### config.mk
export PLATFORM = sky130hd
export DESIGN_NAME = sorted_insert_table
export DESIGN_NICKNAME = d
export VERILOG_FILES = /design/src/rtl/core/sit_pkg.sv /design/src/rtl/core/sorted_insert_table.sv
export SDC_FILE = /design/constraint.sdc
export NUM_CORES = 1
export LEC_CHECK = 0
export BUFFER_PORTS_ARGS = -buffer_cell sky130_fd_sc_hd__buf_2
export CELL_PAD_IN_SITES_DETAIL_PLACEMENT = 1
export CELL_PAD_IN_SITES_GLOBAL_PLACEMENT = 2
export CORE_MARGIN = 3
export CORE_UTILIZATION = 45
export DETAILED_ROUTE_END_ITERATION = 10
export PLACE_DENSITY_LB_ADDON = 0.3
export SYNTH_ARGS = -nofsm -noshare
export SYNTH_HDL_FRONTEND = slang
export SYNTH_SLANG_ARGS = --single-unit
### constraint.sdc
create_clock -name clk -period 9.1 [get_ports clk]
set_input_delay 1.82 -clock clk [delete_from_list [all_inputs] [get_ports clk]]
set_output_delay 1.82 -clock clk [all_outputs]
set_load 0.05 [all_outputs]
### src/rtl/core/sit_pkg.sv
// ----------------------------------------------------------------------------
// sit_pkg
// Types, widths and result codes shared by the sorted insert table.
// ----------------------------------------------------------------------------
package sit_pkg;

    localparam int DAY_W            = 7;
    localparam int TAG_W            = 16;
    localparam int STATUS_W         = 2;
    localparam int CAPACITY_DEFAULT = 32;

    // input item: day_key | payload_tag, padded to whole bytes
    localparam int IN_DATA_W  = 24;
    // result item: out_day | out_tag, padded to whole bytes
    localparam int OUT_DATA_W = 24;

    typedef logic [STATUS_W-1:0] status_t;

    localparam status_t ST_STORED = 2'd0;
    localparam status_t ST_FULL   = 2'd1;
    localparam status_t ST_LISTED = 2'd2;
    localparam status_t ST_EMPTY  = 2'd3;

    typedef struct packed {
        logic [TAG_W-1:0] tag;
        logic [DAY_W-1:0] day;
    } entry_t;

endpackage

### src/rtl/core/sorted_insert_table.sv
// An insert moves each stored entry, from the tail upwards, down one place while its day
//   is not earlier than the new one, then places the new one and presents the result;
//   a full or empty answer goes straight out. A listing gives each entry once the sink has room.
// One input item at a time: the memory's one read and one write port and the comparator are reused in
// every step, and s_axis_tready is high only between items.
// Reset clears the entry count and control state; the table memory is not cleared.
// ----------------------------------------------------------------------------
// sorted_insert_table
// Table of day-keyed entries held in ascending order, with insert-by-shift
// and an ordered listing that empties the table.
// ----------------------------------------------------------------------------
module sorted_insert_table #(
    parameter int CAPACITY = sit_pkg::CAPACITY_DEFAULT
) (
    input  logic                           clk,
    input  logic                           rst_n,
    input  logic                           s_axis_tvalid,
    output logic                           s_axis_tready,
    input  logic [sit_pkg::IN_DATA_W-1:0]  s_axis_tdata,  // day_key, payload_tag, pad
    output logic                           m_axis_tvalid,
    input  logic                           m_axis_tready,
    output logic [sit_pkg::OUT_DATA_W-1:0] m_axis_tdata,  // out_day, out_tag, pad
    output logic [sit_pkg::STATUS_W-1:0]   m_axis_tuser,  // status
    output logic                           m_axis_tlast
);

    localparam int IDX_W = (CAPACITY > 1) ? $clog2(CAPACITY) : 1;
    localparam int CNT_W = $clog2(CAPACITY + 1);
    localparam int PAD_W = sit_pkg::OUT_DATA_W - sit_pkg::DAY_W - sit_pkg::TAG_W;

    typedef enum logic [2:0] {
        S_IDLE,
        S_INS_RD,
        S_INS_CMP,
        S_LST_RD,
        S_LST_OUT,
        S_RESP
    } state_t;

    state_t                    state_reg;
    logic [CNT_W-1:0]          count_reg;
    logic [IDX_W-1:0]          idx_reg;
    sit_pkg::entry_t           new_reg;
    sit_pkg::status_t          resp_reg;

    logic                      out_valid_reg;
    sit_pkg::status_t          out_status_reg;
    logic [sit_pkg::DAY_W-1:0] out_day_reg;
    logic [sit_pkg::TAG_W-1:0] out_tag_reg;
    logic                      out_last_reg;

    sit_pkg::entry_t           mem [CAPACITY];
    sit_pkg::entry_t           rd_data_reg;
    logic [IDX_W-1:0]          rd_addr;
    logic                      mem_we;
    logic [IDX_W-1:0]          mem_waddr;
    sit_pkg::entry_t           mem_wdata;

    logic                      out_free;
    logic                      out_load;
    logic                      in_fire;
    logic [sit_pkg::DAY_W-1:0] in_day;
    logic [sit_pkg::TAG_W-1:0] in_tag;
    logic                      list_last;

    assign in_day   = s_axis_tdata[sit_pkg::DAY_W-1:0];
    assign in_tag   = s_axis_tdata[sit_pkg::DAY_W +: sit_pkg::TAG_W];
    assign out_free = !out_valid_reg || m_axis_tready;
    assign out_load = (state_reg == S_LST_OUT || state_reg == S_RESP) && out_free;
    assign in_fire  = s_axis_tvalid && s_axis_tready;

    assign s_axis_tready = (state_reg == S_IDLE);
    assign m_axis_tvalid = out_valid_reg;
    assign m_axis_tuser  = out_status_reg;
    assign m_axis_tlast  = out_last_reg;
    assign m_axis_tdata  = {{PAD_W{1'b0}}, out_tag_reg, out_day_reg};

    // insert walks from the tail upwards reading the entry above, listing walks down
    always_comb
    begin
        if (state_reg == S_INS_RD || state_reg == S_INS_CMP)
        begin
            rd_addr = idx_reg - IDX_W'(1);
        end
        else
        begin
            rd_addr = idx_reg;
        end
    end

    assign list_last = ((CNT_W'(idx_reg) + CNT_W'(1)) == count_reg);

    // one write a step: either move the entry above down, or drop the new one in
    always_comb
    begin
        mem_we    = 1'b0;
        mem_waddr = idx_reg;
        mem_wdata = new_reg;
        if (state_reg == S_INS_RD && idx_reg == '0)
        begin
            mem_we = 1'b1;
        end
        else if (state_reg == S_INS_CMP)
        begin
            mem_we = 1'b1;
            if (rd_data_reg.day >= new_reg.day)
            begin
                mem_wdata = rd_data_reg;
            end
        end
    end

    always_ff @(posedge clk)
    begin
        if (mem_we)
        begin
            mem[mem_waddr] <= mem_wdata;
        end
        rd_data_reg <= mem[rd_addr];
    end

    always_ff @(posedge clk or negedge rst_n)
    begin
        if (!rst_n)
        begin
            state_reg      <= S_IDLE;
            count_reg      <= '0;
            idx_reg        <= '0;
            new_reg        <= '0;
            resp_reg       <= sit_pkg::ST_STORED;
            out_valid_reg  <= 1'b0;
            out_status_reg <= sit_pkg::ST_STORED;
            out_day_reg    <= '0;
            out_tag_reg    <= '0;
            out_last_reg   <= 1'b0;
        end
        else
        begin
            if (out_load)
            begin
                out_valid_reg <= 1'b1;
            end
            else if (m_axis_tready)
            begin
                out_valid_reg <= 1'b0;
            end

            case (state_reg)
                S_IDLE:
                begin
                    if (in_fire)
                    begin
                        new_reg.day <= in_day;
                        new_reg.tag <= in_tag;
                        if (in_day == '0)
                        begin
                            idx_reg <= '0;
                            if (count_reg == '0)
                            begin
                                resp_reg  <= sit_pkg::ST_EMPTY;
                                state_reg <= S_RESP;
                            end
                            else
                            begin
                                state_reg <= S_LST_RD;
                            end
                        end
                        else if (count_reg == CNT_W'(CAPACITY))
                        begin
                            resp_reg  <= sit_pkg::ST_FULL;
                            state_reg <= S_RESP;
                        end
                        else
                        begin
                            idx_reg   <= IDX_W'(count_reg);
                            state_reg <= S_INS_RD;
                        end
                    end
                end

                S_INS_RD:
                begin
                    if (idx_reg == '0)
                    begin
                        count_reg <= count_reg + CNT_W'(1);
                        resp_reg  <= sit_pkg::ST_STORED;
                        state_reg <= S_RESP;
                    end
                    else
                    begin
                        state_reg <= S_INS_CMP;
                    end
                end

                S_INS_CMP:
                begin
                    if (rd_data_reg.day >= new_reg.day)
                    begin
                        idx_reg   <= idx_reg - IDX_W'(1);
                        state_reg <= S_INS_RD;
                    end
                    else
                    begin
                        count_reg <= count_reg + CNT_W'(1);
                        resp_reg  <= sit_pkg::ST_STORED;
                        state_reg <= S_RESP;
                    end
                end

                S_LST_RD:
                begin
                    state_reg <= S_LST_OUT;
                end

                S_LST_OUT:
                begin
                    if (out_free)
                    begin
                        out_status_reg <= sit_pkg::ST_LISTED;
                        out_day_reg    <= rd_data_reg.day;
                        out_tag_reg    <= rd_data_reg.tag;
                        out_last_reg   <= list_last;
                        if (list_last)
                        begin
                            count_reg <= '0;
                            state_reg <= S_IDLE;
                        end
                        else
                        begin
                            idx_reg   <= idx_reg + IDX_W'(1);
                            state_reg <= S_LST_RD;
                        end
                    end
                end

                S_RESP:
                begin
                    if (out_free)
                    begin
                        out_status_reg <= resp_reg;
                        out_day_reg    <= '0;
                        out_tag_reg    <= '0;
                        out_last_reg   <= 1'b1;
                        state_reg      <= S_IDLE;
                    end
                end

                default:
                begin
                    state_reg <= S_IDLE;
                end
            endcase
        end
    end

    // the count never runs past the table size
    a_count_bound: assert property (@(posedge clk) disable iff (!rst_n)
        count_reg <= CNT_W'(CAPACITY))
        else $error("entry count beyond capacity");

    // a shift step only happens with room left in the table
    a_shift_room: assert property (@(posedge clk) disable iff (!rst_n)
        state_reg == S_INS_CMP |-> count_reg < CNT_W'(CAPACITY))
        else $error("shift into a full table");

    // only listed entries come in runs; every other answer closes its item
    a_single_last: assert property (@(posedge clk) disable iff (!rst_n)
        out_valid_reg && out_status_reg != sit_pkg::ST_LISTED |-> out_last_reg)
        else $error("single answer without tlast");

    // a full answer is only ever pending while the table is full
    a_full_count: assert property (@(posedge clk) disable iff (!rst_n)
        out_valid_reg && out_status_reg == sit_pkg::ST_FULL
            |-> count_reg == CNT_W'(CAPACITY))
        else $error("full answer with room in the table");

endmodule
==> run_results.csv, run 1 <==
group,metric,value,unit
layout,layout.nets,3349,
floorplan,die-area,94400,um^2
route,viasPerCell,6.62,
timing,timing.final.max_slew_violations,0,
cts,cts_setup_buffers,0,
synth,synthArstFlopShare,8.00,%
floorplan,fp.dieW,307,um
global_routing,grt_pass1_wl,198000,um
layout,post_route_cells_drive_above_1_share,15.9,%
synth,synth_area_leader_cell,"edfxtp_1",
floorplan,coreArea,89200,um^2
timing,slew_headroom,15.8,%
synth,synth_ff_type,"edfxtp_1",
cts,cts_tree,"yes",
floorplan,rows,109,
timing,worst_pin_slew,1.26,ns
critical_path,arrival,5.74,ns
global_routing,grt_max_degree,200,
cts,holdBufCountCts,0,
synth,synth.top_cell.area_share,54.1,%
hold_path,worstHoldStart,"out_day_reg[4]",
critical_path,worst_path_most_repeated_cell,"nor4_1",
critical_path,reg2reg_to,"rd_data_reg[12]",
layout,most-common-layout-cells,"edfxtp_1, nand2_1, mux2i_1",
route,first_iter_violations,3075,
timing,tns,0,ns
timing,post-route-min-period,5.25,ns
critical_path,worstSetupPathType,"reg -> reg",
cts,htreeDepth,3,
route,num_vias,30100,
placed_design,dp.final_hpwl,70700,um
timing,fin_skew,0.0323,ns
critical_path,r2r_start,"idx_reg[1]",
global_routing,grt_pass1_vias,31900,
timing,rsz0062_at_grt,"no",
cts,cts.path.max_buffers,3,
layout,area_delta_synth_final,10.5,%
hold_path,hold_class,"reg -> reg",
synth,synthTopCellsByArea,"edfxtp_1, mux2_2, mux2i_1",
route,first_pass_iters,5,
synth,synth_cell_type_count,63,
floorplan,start_util,45.8,%
critical_path,r2r_setup_slack,3.85,ns
layout,final_common_cell,"edfxtp_1",
synth,syn-instance-count,3414,
floorplan,top_level_ports,57,
timing,hold_violations,0,
synth,syn_area_per_cell,12.0,um^2
layout,largest_register_ffs,736,
route,drc,0,
cts,numClockSinks,825,
critical_path,crit_slowest_cell,"dfrtp_4",
critical_path,crit_chain,"inv_1 -> ha_4 -> buf_12 -> mux2i_1 -> nor3_1 -> a221oi_1 -> nor4_1 -> o22ai_1 -> nor4_1",
cts,cts_root_buf,"clkbuf_16",
global_routing,antenna_found_initial,0,
cts,cts_buffers,91,
route,wl_per_cell,28.9,um
timing,layout_setup_ws,3.85,ns
timing,fin_crit_sh,57.7,%
placed_design,io_buffers,54,
global_routing,grt-ovfl-total,0,
outcome,status,"finished, final reports clean",
timing,finalSetupViolCount,0,
placed_design,dpl-instance-area,42200,um^2
critical_path,crit_path_max_fanout,125,
critical_path,r2r_cells,9,
placed_design,dp_cells,4379,
hold_path,min_to,"out_day_reg[4]",
global_routing,global_route.usage.total,27.3,%
synth,synth_warnings,0,
timing,max_freq,191,MHz
route,finalWirelength,131000,um
route,antenna_left,0,
synth,synth_fp_nets,3456,
synth,ys_ff_latch,825,
placed_design,place_ws,4.01,ns
critical_path,startpoint_type,"register",
placed_design,gp_congestion,0.812,
critical_path,cp_slowest_stage_delay,1.01,ns
hold_path,hold-path-cell-count,2,
cts,cts.clk_slew.worst_paths,0.06,ns
critical_path,crit_required,9.59,ns
synth,synth_edf_count,736,
layout,postLayoutCellArea,45100,um^2
flow_run,max_cap_viol_count,0,
floorplan,die_y,307,um
synth,ys_seq_area_share,59.3,%
synth,synthesis.area,40800,um^2
cts,cts_resized,0,
cts,clock_latency,0.67,ns
critical_path,worstSetupEndpointType,"register",
layout,instances_no_fill,4546,
cells in the mapped netlist (7+ instances only):
cell type and instances:
edfxtp_1 736, nand2_1 296, clkbuf_1 262, mux2i_1 232, mux2_2 210, nor3_1 186
nand3_1 185, a221oi_1 178, nand2b_1 164, a21oi_1 113, o21ai_0 110, a211oi_1 105
nor2_1 100, nor4_1 68, dfrtp_1 66, a22oi_1 53, a311oi_1 52, o22ai_1 50
buf_2 44, nand3b_1 24, dfxtp_1 23, buf_1 20, inv_1 16, ha_1 14
a31oi_1 8, xnor2_1 8, nand4_1 7, or3_1 7
critical path: cells and delay by family (launching register included):
kind | cells | cell delay [ns]
compound gates | 2 | 0.42
mux | 1 | 0.18
buf+inv | 2 | 1.27
fa+ha+maj | 1 | 0.62
simple gates | 3 | 1.40
flops | 1 | 1.01
logic make-up after synthesis:
kind of cell | Yosys count | share of synthesized area (%)
adders and majority gates | 14 | 0.429
muxes | 442 | 11.5
other | 1 | 0.00918
AOI/OAI and AO/OA | 711 | 12.4
DFF | 825 | 59.3
and+or+nand+nor | 1063 | 12.8
buffers and inverters | 347 | 3.35
xor gates and xnor gates | 11 | 0.236
stage by stage:
step	util, %	hold WS (ns)
after floorplan	-	0.439
after global placement	47.4	0.448
after detailed placement	47.4	0.452
after CTS	50.6	0.464
after global routing	50.6	0.495
final	50.6	0.460
how the worst max path moves through the flow:
| stage | startpoint | end |
|---|---|---|
| after floorplan | idx_reg[0] | mem[28][0] |
| after global placement | idx_reg[1] | rd_data_reg[7] |
| after detailed placement | idx_reg[1] | rd_data_reg[12] |
| after CTS | idx_reg[1] | rd_data_reg[12] |
| after global routing | idx_reg[1] | rd_data_reg[12] |
| final | idx_reg[1] | rd_data_reg[12] |
layout make-up:
| type | count | area (um^2) |
|---|---|---|
| clock inverters | 41 | 338 |
| well taps | 1165 | 1460 |
| multi-input cells | 2242 | 15600 |
| fillers | 9070 | 44100 |
| flip-flops and latches | 825 | 24200 |
| clock buffers | 122 | 2520 |
| repair buffers | 129 | 921 |
| diodes | 4 | 10.0 |
| inverters | 18 | 70.1 |
per-layer routing:
metal | GRT usage, % | vias up | routed length [um]
met4 | 9.67 | 0 | 4190
met5 | 0 | - | 0
met2 | 44.7 | 1168 | 62800
met3 | 3.97 | 292 | 8560
li1 | - | 13000 | -
met1 | 37.2 | 15600 | 55800
Power of run 1 is not shown: default switching activity piles up to over one toggle a cycle in this logic, so the estimate is an artifact.
==> run 2, diff against run 1 <==
--- a/config.mk
+++ b/config.mk
@@ -5,11 +5,12 @@
 export SDC_FILE = /design/constraint.sdc
 export NUM_CORES = 1
 export LEC_CHECK = 0
+export ABC_AREA = 1
 export BUFFER_PORTS_ARGS = -buffer_cell sky130_fd_sc_hd__buf_2
 export CELL_PAD_IN_SITES_DETAIL_PLACEMENT = 1
 export CELL_PAD_IN_SITES_GLOBAL_PLACEMENT = 2
 export CORE_MARGIN = 3
-export CORE_UTILIZATION = 45
+export CORE_UTILIZATION = 42
 export DETAILED_ROUTE_END_ITERATION = 10
 export PLACE_DENSITY_LB_ADDON = 0.3
 export SYNTH_ARGS = -nofsm -noshare
==> constraint.sdc (replaced) <==
create_clock -name clk -period 5.4 [get_ports clk]
set_input_delay 1.08 -clock clk [delete_from_list [all_inputs] [get_ports clk]]
set_output_delay 1.08 -clock clk [all_outputs]
set_load 0.05 [all_outputs]
==> run_results.csv, run 2 <==
group,metric,value,unit
synth,synth_fp_nets,3666,
hold_path,hold_class,"reg -> reg",
timing,fin_skew,0.0285,ns
floorplan,rows,107,
critical_path,arrival,4.65,ns
cts,cts.clk_slew.worst_paths,0.06,ns
floorplan,die-area,90700,um^2
critical_path,crit_slowest_cell,"buf_4",
layout,nFillCells,9413,
timing,max_freq,244,MHz
cts,cts_resized,0,
timing,finalSetupViolCount,0,
synth,synth_warnings,0,
route,first_iter_violations,2048,
critical_path,crit_path_max_fanout,49,
layout,regArea,24200,um^2
critical_path,r2r_setup_slack,1.30,ns
cts,cts_root_buf,"clkbuf_16",
floorplan,start_util,42.6,%
pwr,power_frac_comb,47.6,%
layout,instances_no_fill,4868,
critical_path,r2r_start,"state_reg[0]",
cts,cts_tree,"yes",
critical_path,crit_chain,"inv_2 -> nand2_4 -> nand3_4 -> nand2_4 -> nand2_8 -> buf_4 -> nand2_1 -> nand3_1 -> nand3_1 -> nand3_1 -> nand2_1 -> nand2_1 -> nand2_1",
hold_path,min_to,"out_tag_reg[14]",
layout,area_delta_synth_final,12.2,%
pwr,sw_frac_of_total,46.2,%
hold_path,hold-path-cell-count,2,
layout,post_route_cells_drive_above_1_share,8.39,%
critical_path,cp_slowest_stage_delay,0.56,ns
critical_path,worst_path_most_repeated_cell,"nand2_1",
pwr,power_frac_seq,31.8,%
cts,cts_buffers,90,
synth,synth_cell_type_count,37,
route,drc,0,
timing,whs,0.490,ns
cts,cts.path.max_buffers,3,
pwr,fin_total_pwr,0.0285,W
pwr,p_int,0.0153,W
synth,synth_top_cells_by_count,"nand2_1, nand3_1, edfxtp_1, inv_1, buf_2",
layout,largest_register_ffs,736,
placed_design,io_buffers,54,
synth,ys_ff_latch,825,
route,antenna_left,0,
route,num_vias,26400,
timing,slew_headroom,9.39,%
hold_path,worstHoldStart,"out_tag_reg[14]",
floorplan,top_level_ports,57,
cts,htreeDepth,3,
global_routing,global_route.usage.total,25.6,%
flow_run,max_cap_viol_count,0,
critical_path,worstSetupPathType,"reg -> reg",
synth,synthTopCellsByArea,"edfxtp_1, nand3_1, nand2_1",
synth,synthesis.area,36600,um^2
placed_design,dp.final_hpwl,63400,um
layout,final_common_cell,"nand2_1",
global_routing,grt_pass1_vias,27900,
critical_path,r2r_cells,13,
floorplan,coreArea,85800,um^2
synth,yosysMostFrequentCell,"nand2_1",
pwr,leakage,17.5,nW
placed_design,dp_cells,4695,
pwr,peakVddDrop,618,uV
global_routing,grt-ovfl-total,0,
synth,synth_edf_count,736,
layout,multi_input_comb_area,9090,um^2
outcome,status,"finished, final reports clean",
placed_design,gp_congestion,0.791,
critical_path,worst-path-buf-inv,2,
synth,syn-instance-count,3624,
cts,cts_setup_buffers,0,
critical_path,startpoint_type,"register",
floorplan,die_y,301,um
critical_path,reg2reg_to,"rd_data_reg[6]",
cts,clock_latency,0.66,ns
cts,numClockSinks,825,
timing,tns,0,ns
critical_path,path_delay_family,"simple AND/OR/NAND/NOR gates",
cts,holdBufCountCts,0,
synth,ys_seq_area_share,66.2,%
layout,postLayoutCellArea,41100,um^2
route,viasPerCell,5.42,
floorplan,fp.dieW,301,um
timing,worst_pin_slew,1.36,ns
pwr,switchingPower,0.0132,W
route,first_pass_iters,5,
synth,synth.top_cell.area_share,60.4,%
timing,rsz0062_at_grt,"no",
pwr,power_density,693,nW/um^2
placed_design,dpl-instance-area,38300,um^2
synth,synthArstFlopShare,8.00,%
critical_path,worstSetupEndpointType,"register",
timing,hold_violations,0,
synth,syn_area_per_cell,10.1,um^2
pwr,p_clk_share,20.6,%
global_routing,antenna_found_initial,1,
timing,post-route-min-period,4.10,ns
layout,layout.nets,3685,
global_routing,grt_max_degree,140,
synth,synth_area_leader_cell,"edfxtp_1",
critical_path,crit_required,5.95,ns
synth,synth_ff_type,"edfxtp_1",
route,finalWirelength,116000,um
timing,fin_crit_sh,76.0,%
route,wl_per_cell,23.8,um
layout,most-common-layout-cells,"nand2_1, nand3_1, edfxtp_1",
timing,timing.final.max_slew_violations,0,
global_routing,grt_pass1_wl,172000,um
## run 2: cell types whose count changed after synthesis, sizes merged, moves of 57 or more
| cell | before | now |
|---|---|---|
| inv | 17 | 711 |
| nand2 | 296 | 875 |
| nand3 | 185 | 759 |
| mux2i | 232 | 0 |
| clkbuf | 262 | 57 |
| mux2 | 210 | 16 |
| nor3 | 187 | 4 |
| a221oi | 179 | 0 |
| nand2b | 164 | 0 |
| a21oi | 113 | 7 |
| a211oi | 105 | 0 |
| nor4 | 68 | 0 |
| buf | 67 | 134 |
| o21ai | 114 | 57 |
## run 2: logic make-up (layout without fill, tap and decap cells)
family / count (synthesis) / after routing / share of synthesized area [%]
AND/OR/NAND/NOR: 1784 / 1784 / 21.9
buffers and inverters: 903 / 998 / 9.68
flip-flops: 825 / 825 / 66.2
AO/OA/AOI/OAI: 72 / 72 / 1.07
multiplexers: 16 / 16 / 0.493
adder cells (fa/ha/maj): 14 / 14 / 0.479
XOR/XNOR: 9 / 9 / 0.216
other: 1 / 6 / 0.0103
## run 2: worst max-delay path by stage
stage	startpoint	endpoint	slack, ns	depth (start not counted)
finish	state_reg[0]	rd_data_reg[6]	1.30	13
detailed placement	state_reg[0]	rd_data_reg[6]	1.32	13
floorplan	new_reg[6]	mem[0][3]	2.15	10
CTS	state_reg[0]	rd_data_reg[6]	1.31	13
global route	state_reg[0]	rd_data_reg[6]	1.09	13
global placement	state_reg[0]	rd_data_reg[10]	1.46	13
## run 2: metal layers
metal	routed length (um)	track usage (%)	vias up
met2	56500	44.0	692
met3	5900	2.94	221
li1	-	-	11900
met5	0	0	-
met4	3920	9.01	0
met1	49400	33.5	13600
## run 2: worst reg2reg max path, stage by stage (launching register included)
cell and delay, ns:
dfrtp_1 0.48, inv_2 0.42, nand2_4 0.17, nand3_4 0.22, nand2_4 0.51, nand2_8 0.56, buf_4 0.61, nand2_1 0.18
nand3_1 0.13, nand3_1 0.09, nand3_1 0.16, nand2_1 0.18, nand2_1 0.20, nand2_1 0.08
## run 2: final cells by class
cell class | instances | area share (%)
flip-flops and latches | 825 | 59.0
multi-input cells | 1896 | 22.1
inverters | 712 | 6.52
clock buffers | 128 | 5.99
well taps | 1144 | 3.49
repair buffers | 118 | 2.07
clock inverters | 40 | 0.780
diodes | 5 | 0.0305
## run 2: power groups by stage
| stage | Sequential [W] | Combinational [W] | Clock, W |
|---|---|---|---|
| 2_1_floorplan | 0.00925 | 0.00814 | 0 |
| 3_3_place_gp | 0.00915 | 0.0130 | 0 |
| 3_5_place_dp | 0.00918 | 0.0134 | 0 |
| 4_1_cts | 0.00905 | 0.0135 | 0.00598 |
| 5_1_grt | 0.00909 | 0.0147 | 0.00624 |
| 6_report | 0.00905 | 0.0135 | 0.00587 |
## run 2: per-stage QoR
step | setup WS (ns) | utilization [%]
after global routing | 1.09 | 47.8
after floorplan | 2.15 | -
after CTS | 1.31 | 47.8
after global placement | 1.46 | 44.6
after detailed placement | 1.32 | 44.6
final | 1.30 | 47.8
No activity file was read; power rests on OpenSTA's default activity.
